===== src/design/tspd_pkg.sv =====
// ============================================================================
// tspd_pkg - shared types, constants and functions of the pixel decoder
// Holds the request kinds, store sizes, colour weights and the control
// structs that travel between the pipeline stages.
// ============================================================================
`default_nettype none

package tspd_pkg;

    // Store sizes in bytes.
    localparam int COLOUR_ROM_BYTES  = 32;
    localparam int PALETTE_ROM_BYTES = 256;
    localparam int TILE_ROM_BYTES    = 4096;
    localparam int SPRITE_ROM_BYTES  = 4096;

    // Address widths of the fixed-size stores.
    localparam int COLOUR_AW  = 5;
    localparam int PATTERN_AW = 12;

    // Quotient of a 12-bit load address by a palette size of at least 128.
    localparam int PAL_Q_W = 5;

    // Shift used for the reciprocal that reduces palette load addresses.
    localparam int PAL_RECIP_SHIFT = 24;

    // Request kinds, carried in tuser.
    localparam logic [2:0] KIND_LOAD_COLOUR  = 3'd0;
    localparam logic [2:0] KIND_LOAD_PALETTE = 3'd1;
    localparam logic [2:0] KIND_LOAD_TILE    = 3'd2;
    localparam logic [2:0] KIND_LOAD_SPRITE  = 3'd3;
    localparam logic [2:0] KIND_TILE_PIXEL   = 3'd4;
    localparam logic [2:0] KIND_SPRITE_PIXEL = 3'd5;

    // Resistor weights of the colour byte.
    localparam logic [7:0] W_RG0 = 8'h21;
    localparam logic [7:0] W_RG1 = 8'h47;
    localparam logic [7:0] W_RG2 = 8'h97;
    localparam logic [7:0] W_B0  = 8'h51;
    localparam logic [7:0] W_B1  = 8'hAE;

    // One decoded request.
    typedef struct packed {
        logic [2:0]  kind;
        logic [11:0] load_address;
        logic [7:0]  load_data;
        logic [7:0]  pattern_index;
        logic [7:0]  palette_index;
        logic [3:0]  pixel_x;
        logic [3:0]  pixel_y;
        logic        mirror_x;
        logic        mirror_y;
    } t_req;

    // Control leaving the pattern stage.
    typedef struct packed {
        logic [2:0]         kind;
        logic [4:0]         pal;
        logic [1:0]         bit_sel;
        logic [11:0]        load_address;
        logic [7:0]         load_data;
        logic [PAL_Q_W-1:0] pal_quot;
    } t_pat_ctl;

    // Control leaving the palette stage.
    typedef struct packed {
        logic [2:0]           kind;
        logic [1:0]           code;
        logic [COLOUR_AW-1:0] colour_addr;
        logic [7:0]           load_data;
    } t_pal_ctl;

    // Control leaving the colour stage.
    typedef struct packed {
        logic [2:0] kind;
        logic [1:0] code;
    } t_col_ctl;

    // Three-bit red or green intensity, wrapped to eight bits.
    function automatic logic [7:0] weigh_rg(input logic [2:0] bits);
        logic [7:0] sum;
        sum = 8'd0;
        if (bits[0]) sum = sum + W_RG0;
        if (bits[1]) sum = sum + W_RG1;
        if (bits[2]) sum = sum + W_RG2;
        return sum;
    endfunction

    // Two-bit blue intensity, wrapped to eight bits.
    function automatic logic [7:0] weigh_b(input logic [1:0] bits);
        logic [7:0] sum;
        sum = 8'd0;
        if (bits[0]) sum = sum + W_B0;
        if (bits[1]) sum = sum + W_B1;
        return sum;
    endfunction

endpackage

`default_nettype wire


===== src/design/tspd_colour_stage.sv =====
// ============================================================================
// tspd_colour_stage - colour store access
// Reads the colour bytes of the pixel's palette entry and of entry zero,
// and takes colour loads.
// ============================================================================
`default_nettype none

module tspd_colour_stage (
    input  wire                 i_clk,
    input  wire                 i_rst_n,
    input  wire                 i_valid,
    input  tspd_pkg::t_pal_ctl  i_ctl,
    input  wire  [7:0]          i_entry,
    input  wire  [7:0]          i_entry0,
    output logic                o_ready,
    input  wire                 i_ready,
    output logic                o_valid,
    output tspd_pkg::t_col_ctl  o_ctl,
    output logic [7:0]          o_colour,
    output logic [7:0]          o_colour0
);

    logic [7:0] r_mem [tspd_pkg::COLOUR_ROM_BYTES];
    logic [7:0] r_colour;
    logic [7:0] r_colour0;
    logic       r_valid;
    tspd_pkg::t_col_ctl r_ctl;

    logic w_en;

    assign w_en    = !r_valid || i_ready;
    assign o_ready = w_en;

    always_ff @(posedge i_clk) begin
        if (!i_rst_n) begin
            r_valid <= 1'b0;
        end else if (w_en) begin
            r_valid <= i_valid;
        end
    end

    // Palette entries are masked to five bits before indexing colours.
    always_ff @(posedge i_clk) begin
        if (w_en) begin
            r_ctl.kind <= i_ctl.kind;
            r_ctl.code <= i_ctl.code;
            r_colour   <= r_mem[i_entry[tspd_pkg::COLOUR_AW-1:0]];
            r_colour0  <= r_mem[i_entry0[tspd_pkg::COLOUR_AW-1:0]];
            if (i_valid && i_ctl.kind == tspd_pkg::KIND_LOAD_COLOUR) begin
                r_mem[i_ctl.colour_addr] <= i_ctl.load_data;
            end
        end
    end

    assign o_valid   = r_valid;
    assign o_ctl     = r_ctl;
    assign o_colour  = r_colour;
    assign o_colour0 = r_colour0;

endmodule

`default_nettype wire

===== config.mk =====
export PLATFORM = sky130hd
export DESIGN_NAME = tspd_colour_stage
export DESIGN_NICKNAME = d
export VERILOG_FILES = /design/src/design/tspd_pkg.sv /design/src/design/tspd_colour_stage.sv
export SDC_FILE = /design/constraint.sdc
export NUM_CORES = 1
export LEC_CHECK = 0
export BUFFER_PORTS_ARGS = -buffer_cell sky130_fd_sc_hd__buf_2
export CORE_UTILIZATION = 56
export CTS_BUF_LIST = sky130_fd_sc_hd__clkbuf_4
export DETAILED_ROUTE_END_ITERATION = 8
export GPL_TIMING_DRIVEN = 0
export PLACE_DENSITY = 0.82
export SLEW_MARGIN = 20
export SYNTH_ARGS = -nofsm -noshare
export SYNTH_HDL_FRONTEND = slang
export SYNTH_SLANG_ARGS = --single-unit

===== constraint.sdc =====
create_clock -name i_clk -period 3.3 [get_ports i_clk]
set_clock_uncertainty 0.15 [all_clocks]
set_input_delay 0.66 -clock i_clk [delete_from_list [all_inputs] [get_ports i_clk]]
set_output_delay 0.66 -clock i_clk [all_outputs]
set_load 0.1 [all_outputs]

== Word level (Yosys, flattened, before mapping) ==
Memory sizes are Yosys's and may differ from the RTL's. A register that Yosys moved wholly into a read port is not among the register bits.
Index checks and enable logic that the tools add are counted.

* RAM bits: 256
* Output and inout port bits: 23
* Input bits: 38
* Register bits after elaboration: 6
* Memories kept: 1
* Word-level logic and storage cells: 11

* Mux-type cells: 3
* Reduce and logical (&&, ||, !) cells: 4

{| class="wikitable"
|+ Memories
! name !! depth !! width !! rd ports !! clocked after memory_dff !! write ports !! RTL line !! source
|-
| r_mem || 32 || 8 || 2 || 2 || 1 || tspd_colour_stage.sv:23 || <nowiki>logic [7:0] r_mem [tspd_pkg::COLOUR_ROM_BYTES];</nowiki>
|}

{| class="wikitable"
|+ Operators with widths
! operator !! number
|-
| $logic_not A3 Y1 || 1
|-
| $mux W1 || 3
|-
| $logic_and A1 B1 Y1 || 1
|-
| $logic_not A1 Y1 || 1
|-
| $logic_or A1 B1 Y1 || 1
|}

== Depth between registers and ports, before layout ==
Gate-level depths: netlist (run 1).

* Depth in word-level cells: 5
* Gate-level depth with buffers: 5
* Mapped depth without buffers: 3

== Worst setup path after synthesis (run 1) ==
Ideal clock, no wire load.

* Path kind: register to register
* Start: register r_valid, in the netlist o_valid
* End: memory r_mem[18][0], enable pin
* Data required time: 2777 ps
* Cell stages (with the launch flop): 5
* Path buffers: 1
* Setup time: 373 ps
* Data arrival time: 3466 ps
* Period minus slack after synthesis: 3989 ps
* Path slack: -689 ps
* Cells stage by stage: dfxtp_1 > nand2b_1 > clkbuf_1 > nand4b_1 > nor2_1

* Word-level cells in the longest chain between the ends: 4

{| class="wikitable"
|+ RTL lines
! what !! RTL line !! source
|-
| start: declaration || tspd_colour_stage.sv:26 || <nowiki>logic r_valid;</nowiki>
|-
| start signal: assignment || tspd_colour_stage.sv:38 || <nowiki>r_valid <= i_valid;</nowiki>
|-
| $logic_not A1 Y1 || tspd_colour_stage.sv:31 || <nowiki>assign w_en = !r_valid || i_ready;</nowiki>
|-
| $logic_or A1 B1 Y1 || tspd_colour_stage.sv:31 ||
|-
| net o_ready || tspd_colour_stage.sv:15 || <nowiki>output logic o_ready,</nowiki>
|-
| $mux W1 || tspd_colour_stage.sv:44 || <nowiki>if (w_en) begin</nowiki>
|-
| $mux W1 (not written as such) || tspd_colour_stage.sv:50 || <nowiki>r_mem[i_ctl.colour_addr] <= i_ctl.load_data;</nowiki>
|-
| end: declaration || tspd_colour_stage.sv:23 ||
|}

The timed path passes the listed nets, and every way through them passes these cells.

==> results.txt, run 1 <==
----------------------------------------------------
[Run status]
  Run status ... completed

[Pwr]
  P_leak ... 4.389 nW
  Worst VDD drop ... 0.1968 mV
  Power per cell area ... 532.7 nW/um^2

[Placement]
  PortBufs ... 44
  Worst-case setup slack after placement ... -0.3134 ns
  Final weighted congestion in routability-driven placement ... 0.9165
  Post-placement cell count ... 867
  Standard cell area after detailed placement ... 13150 um^2
  HPWL after detailed placement ... 22.42 mm

[Critical path]
  Worst-path maximum fanout ... 10
  Type of origin of the critical path ... input port
  CP bufs+invs ... 2
  Critical path data arrival time ... 3.23 ns
  Cells traversed along the worst timing path ... clkbuf_1, buf_1, mux4_2, mux4_2, mux2_2
  CP most frequent cell ... sky130_fd_sc_hd__mux4_2
  Required time of the critical path ... 3.56 ns
  Delay of the slowest critical-path stage ... 0.81 ns
  Cell with the biggest individual delay on the critical path ... sky130_fd_sc_hd__buf_1
  Top Family by Delay on Critical Path ... multiplexers
  Kind of end point of the critical path ... flop
  Critical path start-end classification ... in -> reg

[Timing]
  RSZ-0062 raised after global routing ... no
  Final critical path time including I/O delays and setup ... 2.966 ns
  Actual transition at the worst max-transition pin ... 1.075 ns
  Post-route clock period utilization ... 89.88%
  Count of pins over their slew limit ... 0
  Final count of negative-setup-slack endpoints ... 0
  Hold Worst Slack ... 0.02291 ns
  Max Clock Freq ... 0.3371 GHz
  Final Hold Fails ... 0
  PnR worst setup slack ... 0.3340 ns
  Worst rel slew slack ... 28.04%

[Hold path]
  Kind of path behind the tightest hold check ... in -> reg

[Clocking]
  Insertion delay to the later sink of the worst-skew pair ... 0.69 ns
  Post-CTS Setup Inserts ... 0
  Clock-pin slew on the worst setup and hold paths ... 0.07 ns
  Clock tree from TritonCTS ... built
  Clk Tree Root Cell ... sky130_fd_sc_hd__clkbuf_4
  Gates resized, CTS repair ... 0
  CTS Sinks ... 278
  Count of hold buffers inserted by post-cts repair ... 0
  Depth of the CTS H-tree ... 3
  Total clock buffers created by CTS ... 68
  Maximum buffer depth of the clock tree ... 3

[Finish]
  Area delta synth->final ... 10.67%
  Highest-count cells in the layout ignoring fill and taps ... 277 x sky130_fd_sc_hd__edfxtp_1, 160 x sky130_fd_sc_hd__mux4_2, 86 x sky130_fd_sc_hd__clkbuf_4, 46 x sky130_fd_sc_hd__buf_2, 33 x sky130_fd_sc_hd__nor2_1
  Layout cells sized above 1 ... 48.55%
  Post-layout utilization of the core ... 63.57%
  Final design instance area without fill ... 13920 um^2
  Leading cell type in the layout, fill and taps excluded ... sky130_fd_sc_hd__edfxtp_1
  Final net count ... 695
  Layout Cells excl Fill ... 974

[Floorplan]
  Die Y ... 151.9 um
  Die span in x ... 151.9 um
  Core outline area ... 21890 um^2
  Die Footprint ... 23060 um^2
  Starting Density ... 57.44%
  Number of top-level pins ... 61
  Number of rows in the core area ... 54

[Global route]
  Maximum number of pins on one net before global-route repair ... 33
  Via count of the first global-routing pass ... 7208
  Overall fraction of global-route tracks in use ... 29.50%
  Leftover overflow at the end of global routing ... 0
  Initial antenna violation count ... 3
  First-pass GRT wire length ... 48.00 mm

[Logic synthesis]
  Sequential cell area fraction in the yosys report ... 66.31%
  Yosys warnings ... 0
  Average size of a mapped cell ... 23.16 um^2
  Post-Syn Nets ... 581
  Unique masters post-synth ... 22
  Cell count after synthesis ... 543
  Number of flip-flops and latches in the synthesized netlist ... 278
  Post-Syn Area ... 12570 um^2

[Route]
  Vias per cell ... 7.258
  Total iterations of the first detailed-routing run ... 9
  Count of vias placed by the detailed router ... 7069
  DRT iter0 DRCs ... 1268
  Wirelength per Cell ... 33.99 um
  DRC violation count after routing ... 0
  WL final ... 33.11 mm
  Number of nets with antenna violations after detailed routing ... 0

[Flow run]
  Reported max-cap violation count ... 0

----------------------------------------------------
registers in the layout (all words and copies together), names as in the netlist:
register   cells
o_valid        1
r_mem        256
o_ctl          5
o_colour0      8
o_colour       8
path summary, 6_finish.rpt:
path	start	end	slack (ns)	depth (start not counted)
max reg2reg	o_valid	r_mem[3][3]	0.44	4
min reg2reg	r_mem[6][6]	o_colour0[6]	0.85	3
min	i_ctl[13]	o_ctl[0]	0.02	1
max	i_entry[2]	o_colour[0]	0.33	5
cell type report:
type                            count  area (um^2)
Antenna cell                        2        5.005
Buffer                             40        214.0
Clock buffer                       86        645.6
Clock inverter                     19        112.6
Fill cell                        1412         7975
Inverter                            1        3.754
Multi-Input combinational cell    224         4026
Sequential cell                   278         8338
Tap cell                          280        350.3
Timing Repair Buffer               44        220.2
metal layers:
metal	up-vias	share of wire (%)	global-route usage, %
met5	-	0	0
met4	0	3.0	10.57
met3	91	16	11.21
met2	719	47	44.57
met1	3582	34	39.71
li1	2677	-	-
power breakdown:
part	internal [mW]	switching (mW)	total [mW]
registers	3.92	0.00923	3.93
logic	0.272	0.557	0.829
clock network	1.29	1.36	2.65
total	5.49	1.92	7.41
cells in the mapped netlist, drive strengths merged:
cell type	count	area, um^2
a21boi	1	7.510
inv	1	3.750
nand3b	3	22.52
or3	1	6.260
nand2	1	3.750
nand4	1	6.260
nand3	1	5.000
or3b	2	17.52
nand4bb	1	11.26
buf	32	182.7
dfxtp	1	20.02
nor4b	1	8.760
nand4b	2	17.52
nand2b	1	6.260
edfxtp	277	8318
mux2	16	180.2
clkbuf	8	30.03
nor2	33	123.9
mux4	160	3603
through the flow:
stage          power [mW]  setup TNS, ns
2_1_floorplan       4.598              0
3_3_place_gp        4.811         -35.67
3_5_place_dp        4.831         -56.26
4_1_cts             7.411              0
5_1_grt             7.596              0
6_report            7.414              0
kinds of logic (layout without fill, tap and decap cells):
logic type,Yosys count,after routing,synth area share [%]
compound gates,1,1,0.05972
buf+inv,41,190,1.721
flops,278,278,66.31
mux,176,176,30.09
other cells,0,2,0
simple gates,47,47,1.821
Power figures use the tool's default switching activity.
==> run 2: changes to the inputs <==
REMOVE_ABC_BUFFERS = 1   (was not set)
==> results.txt, run 2 (synthesized netlist as in run 1, its figures left out) <==
----------------------------------------------------
[Global route]
  Leftover overflow at the end of global routing ... 0
  Maximum number of pins on one net before global-route repair ... 44
  Via count of the first global-routing pass ... 7124
  Initial antenna violation count ... 1
  First-pass GRT wire length ... 43.97 mm
  Overall fraction of global-route tracks in use ... 26.41%

[Critical path]
  Critical path data arrival time ... 3.17 ns
  Type of origin of the critical path ... flop
  Required time of the critical path ... 3.40 ns
  Cells traversed along the worst timing path ... nand2b_2, nand4b_1, nor2_1
  Cell with the biggest individual delay on the critical path ... sky130_fd_sc_hd__nor2_1
  Critical path start-end classification ... reg -> reg
  Delay of the slowest critical-path stage ... 1.10 ns
  Kind of end point of the critical path ... flop
  Worst-path maximum fanout ... 27

[Placement]
  Post-placement cell count ... 841
  HPWL after detailed placement ... 17.69 mm
  Final weighted congestion in routability-driven placement ... 0.8165
  Worst-case setup slack after placement ... -0.6381 ns
  PortBufs ... 54

[Route]
  DRT iter0 DRCs ... 874
  Vias per cell ... 6.980
  Number of nets with antenna violations after detailed routing ... 0
  Count of vias placed by the detailed router ... 6687
  WL final ... 28.90 mm
  Wirelength per Cell ... 30.16 um
  DRC violation count after routing ... 0
  Total iterations of the first detailed-routing run ... 7

[Floorplan]
  Die span in x ... 151.9 um
  Number of rows in the core area ... 54
  Starting Density ... 57.44%
  Number of top-level pins ... 61
  Core outline area ... 21890 um^2
  Die Footprint ... 23060 um^2
  Die Y ... 151.9 um

[Clocking]
  Clock tree from TritonCTS ... built
  Maximum buffer depth of the clock tree ... 3
  Depth of the CTS H-tree ... 3
  CTS Sinks ... 278
  Clock-pin slew on the worst setup and hold paths ... 0.06 ns
  Insertion delay to the later sink of the worst-skew pair ... 0.66 ns
  Clk Tree Root Cell ... sky130_fd_sc_hd__clkbuf_4
  Post-CTS Setup Inserts ... 0
  Total clock buffers created by CTS ... 70

[Timing]
  Post-route clock period utilization ... 92.95%
  RSZ-0062 raised after global routing ... no
  PnR worst setup slack ... 0.2327 ns
  Actual transition at the worst max-transition pin ... 1.215 ns
  Final critical path time including I/O delays and setup ... 3.067 ns
  Count of pins over their slew limit ... 0
  Max Clock Freq ... 0.3260 GHz
  Final Hold Fails ... 0
  Hold Worst Slack ... 0.04489 ns
  Worst rel slew slack ... 18.71%
  Final count of negative-setup-slack endpoints ... 0

[Flow run]
  Reported max-cap violation count ... 0

[Finish]
  Filler cells ... 1446
  Largest Register ... r_mem
  Highest-count cells in the layout ignoring fill and taps ... 277 x sky130_fd_sc_hd__edfxtp_1, 160 x sky130_fd_sc_hd__mux4_2, 94 x sky130_fd_sc_hd__clkbuf_4, 50 x sky130_fd_sc_hd__buf_2, 23 x sky130_fd_sc_hd__nor2_1
  Area delta synth->final ... 11.45%
  Post-layout utilization of the core ... 64.02%
  Layout cells sized above 1 ... 51.40%
  Leading cell type in the layout, fill and taps excluded ... sky130_fd_sc_hd__edfxtp_1
  Layout Cells excl Fill ... 958
  Final net count ... 673
  Max reg flops ... 256

[Pwr]
  Power per cell area ... 540.8 nW/um^2
  P_leak ... 4.443 nW
  Worst VDD drop ... 0.3199 mV

[Run status]
  Run status ... completed

[Hold path]
  Kind of path behind the tightest hold check ... in -> reg

----------------------------------------------------
[run 2: changes by cell type in the layout (fill, tap and decap cells not counted), sizes merged, moves of 2 or more]
| cell | before | now |
|---|---|---|
| buf | 76 | 58 |
| clkinv | 12 | 15 |
| clkinvlp | 3 | 0 |
| bufinv | 1 | 3 |
| dlygate4sd3 | 0 | 2 |
[run 2: power by group]
group / switching [mW] / internal (mW)
sequential: 0.0125 / 3.92
clock: 1.32 / 1.55
combinational: 0.505 / 0.270
total: 1.83 / 5.75
[run 2: final cells by class]
type / count / area (um^2) / share of cell area [%]
Clock buffer: 94 / 705.7 / 5.035
Timing Repair Buffer: 60 / 410.4 / 2.928
Clock inverter: 20 / 156.4 / 1.116
Antenna cell: 1 / 2.502 / 0.01786
Sequential cell: 278 / 8338 / 59.49
Inverter: 1 / 3.754 / 0.02678
Multi-Input combinational cell: 224 / 4048 / 28.88
Tap cell: 280 / 350.3 / 2.500
[run 2: timing repair]
action / 4_1_cts / 5_1_grt
endpoints found under the setup margin: 186 / 0
endpoints found under the hold margin: 2 / 0
resized for setup: 11 / 0
hold buffers: 2 / 0
[run 2: path summary, 6_finish.rpt]
check / startpoint / end / slack, ns / cells after the start
worst max-delay path: o_valid / r_mem[17][2] / 0.23 / 3
worst min-delay path: i_ctl[16] / o_ctl[3] / 0.04 / 1
worst max register to register: o_valid / r_mem[17][2] / 0.23 / 3
worst min register to register: r_mem[19][4] / o_colour0[4] / 0.87 / 3
[run 2: routing by layer]
metal	wire, um	share of wire [%]	track usage [%]
met1	10480	36	34.14
met2	14540	50	42.73
met3	2689	9.3	6.646
met4	1186	4.1	12.19
met5	0	0	0
[run 2: critical path: cells and delay by family, from the launching register on]
| family | cells | cell delay, ns |
|---|---|---|
| flops | 1 | 0.32 |
| simple gates | 3 | 2.19 |
[run 2: stage by stage]
step	power (mW)	instance area [um^2]	setup TNS (ns)
floorplan	4.511	12360	-83.01
global placement	4.762	12980	-105.69
global route	7.837	14010	0
CTS	7.630	14010	0
finish	7.580	14010	0
detailed placement	4.785	13100	-134.55
==> run 3: changes to the inputs <==
PLACE_DENSITY = 0.74   (was 0.82)
==> results.txt, run 3 (synthesized netlist as in run 1, its figures left out) <==
----------------------------------------------------
[Timing]
  Hold Worst Slack ... 0.05062 ns
  Post-route clock period utilization ... 89.67%
  Final count of negative-setup-slack endpoints ... 0
  Max Clock Freq ... 0.3379 GHz
  Final Hold Fails ... 0
  Count of pins over their slew limit ... 0
  PnR worst setup slack ... 0.3409 ns
  Final critical path time including I/O delays and setup ... 2.959 ns
  Worst rel slew slack ... 19.63%
  Actual transition at the worst max-transition pin ... 1.201 ns
  RSZ-0062 raised after global routing ... no

[Critical path]
  R2R Path End ... r_mem[16][1]
  Delay of the slowest critical-path stage ... 1.07 ns
  Required time of the critical path ... 3.40 ns
  Worst-path maximum fanout ... 8
  Setup slack on the worst flop-to-flop path ... 0.45 ns
  Top Family by Delay on Critical Path ... simple AND/OR/NAND/NOR gates
  Launching point of the worst reg2reg path ... o_valid
  Critical path start-end classification ... in -> reg
  Total number of cells along the worst setup path ... 4
  Cell with the biggest individual delay on the critical path ... sky130_fd_sc_hd__nor2_1
  CP bufs+invs ... 1
  Critical path data arrival time ... 3.06 ns
  Register-to-Register Path Depth ... 3
  Type of origin of the critical path ... input port
  Kind of end point of the critical path ... flop
  Cells traversed along the worst timing path ... buf_2, nor4b_1, nand4bb_1, nor2_1

[Floorplan]
  Die Y ... 151.9 um
  Die Footprint ... 23060 um^2
  Die span in x ... 151.9 um
  Starting Density ... 57.44%
  Core outline area ... 21890 um^2
  Number of rows in the core area ... 54
  Number of top-level pins ... 61

[Clocking]
  Total clock buffers created by CTS ... 70
  Clock-pin slew on the worst setup and hold paths ... 0.06 ns
  CTS Sinks ... 278
  Depth of the CTS H-tree ... 3
  Post-CTS Setup Inserts ... 0
  Maximum buffer depth of the clock tree ... 3
  Insertion delay to the later sink of the worst-skew pair ... 0.66 ns
  Clk Tree Root Cell ... sky130_fd_sc_hd__clkbuf_4
  Clock tree from TritonCTS ... built
  Count of hold buffers inserted by post-cts repair ... 0
  Gates resized, CTS repair ... 0

[Placement]
  Post-placement cell count ... 842
  HPWL after detailed placement ... 18.02 mm
  Worst-case setup slack after placement ... -0.2240 ns
  Final weighted congestion in routability-driven placement ... 0.7854
  PortBufs ... 54
  Standard cell area after detailed placement ... 13130 um^2

[Pwr]
  Fraction of power spent switching nets ... 24.37%
  Fraction of power consumed by the clock network ... 37.7%
  P_leak ... 4.461 nW
  Power per cell area ... 539.9 nW/um^2
  Worst VDD drop ... 0.2799 mV
  Internal power of the cells ... 5.725 mW
  Net Sw Power ... 1.844 mW
  Flop pwr share ... 52.0%
  Comb pwr share ... 10.2%

[Route]
  WL final ... 29.14 mm
  Count of vias placed by the detailed router ... 6580
  DRT iter0 DRCs ... 770
  Number of nets with antenna violations after detailed routing ... 0
  Vias per cell ... 6.826
  DRC violation count after routing ... 0
  Wirelength per Cell ... 30.22 um
  Total iterations of the first detailed-routing run ... 5

[Finish]
  Final net count ... 672
  Layout cells sized above 1 ... 50.95%
  Multi-input gate area in the final layout ... 4033 um^2
  Storage element area ... 8338 um^2
  Highest-count cells in the layout ignoring fill and taps ... 277 x sky130_fd_sc_hd__edfxtp_1, 160 x sky130_fd_sc_hd__mux4_2, 98 x sky130_fd_sc_hd__clkbuf_4, 50 x sky130_fd_sc_hd__buf_2, 28 x sky130_fd_sc_hd__nor2_1
  Layout Cells excl Fill ... 964
  Final design instance area without fill ... 14020 um^2
  Area delta synth->final ... 11.48%
  Max reg flops ... 256
  Leading cell type in the layout, fill and taps excluded ... sky130_fd_sc_hd__edfxtp_1
  Largest Register ... r_mem
  Filler cells ... 1490

[Hold path]
  Instance count along the most critical hold path ... 1
  Worst Hold Launch ... i_ctl[14]
  Hold worst-path end ... o_ctl[1]
  Kind of path behind the tightest hold check ... in -> reg

[Global route]
  Via count of the first global-routing pass ... 7092
  Maximum number of pins on one net before global-route repair ... 44
  Overall fraction of global-route tracks in use ... 26.62%
  Leftover overflow at the end of global routing ... 0
  Initial antenna violation count ... 1
  First-pass GRT wire length ... 43.75 mm

[Run status]
  Run status ... completed

[Flow run]
  Reported max-cap violation count ... 0

----------------------------------------------------
run 3: cell count changes in the layout (fill, tap and decap cells not counted):
cell	before	now
sky130_fd_sc_hd__buf_12	1	0
sky130_fd_sc_hd__nor2_1	23	28
sky130_fd_sc_hd__buf_16	3	4
sky130_fd_sc_hd__nand2b_1	0	1
sky130_fd_sc_hd__clkinv_1	13	15
sky130_fd_sc_hd__clkbuf_4	94	98
sky130_fd_sc_hd__inv_2	2	3
sky130_fd_sc_hd__nor2_2	10	5
sky130_fd_sc_hd__nand2b_2	1	0
sky130_fd_sc_hd__clkinv_2	2	3
sky130_fd_sc_hd__bufinv_16	3	2
sky130_fd_sc_hd__buf_8	0	1
sky130_fd_sc_hd__dlygate4sd3_1	2	0
run 3: power groups by stage:
| stage | Clock [mW] | Sequential (mW) | Combinational, mW |
|---|---|---|---|
| CTS | 2.91 | 3.94 | 0.778 |
| global placement | 0 | 4.01 | 0.756 |
| global route | 3.09 | 3.94 | 0.807 |
| floorplan | 0 | 4.25 | 0.261 |
| finish | 2.86 | 3.94 | 0.775 |
| detailed placement | 0 | 4.01 | 0.774 |
run 3: worst max path at each step:
stage / start / endpoint / slack [ns]
global route: i_ctl[16] / r_mem[23][2] / 0.21
detailed placement: i_ctl[16] / r_mem[27][3] / -0.22
CTS: o_valid / o_ready / 0.36
floorplan: o_valid / r_mem[10][0] / -0.37
finish: i_ctl[16] / r_mem[16][1] / 0.34
global placement: i_entry0[0] / o_colour0[3] / -1.08
run 3: area by class of cell:
cell class	count	share of cell area [%]
clock inverter	23	1.017
clock buffer	98	5.248
sequential	278	59.48
inverter	1	0.02678
tap	280	2.499
antenna	1	0.01785
timing repair buffer	59	2.945
multi-input combinational	224	28.77
run 3: metal layers:
metal  track usage (%)  part of all wire [%]  up-vias
li1                  -                     -     2649
met1             34.84                    37     3393
met2             42.64                    50      450
met3             6.132                   9.5       88
met4             13.19                   4.1        0
met5                 0                     0        -
run 3: through the flow:
stage	setup TNS, ns	utilization (%)	power [mW]
floorplan	-83.01	-	4.511
global placement	-118.64	59.31	4.769
detailed placement	-34.57	59.96	4.788
CTS	0	63.97	7.622
global route	0	64.04	7.834
finish	0	64.04	7.569
run 3: worst register-to-register path: stages, from the launching register on:
cell                        delay, ns
sky130_fd_sc_hd__dfxtp_1         0.31
sky130_fd_sc_hd__nand2b_1        0.43
sky130_fd_sc_hd__nand4bb_1       0.50
sky130_fd_sc_hd__nor2_1          1.07
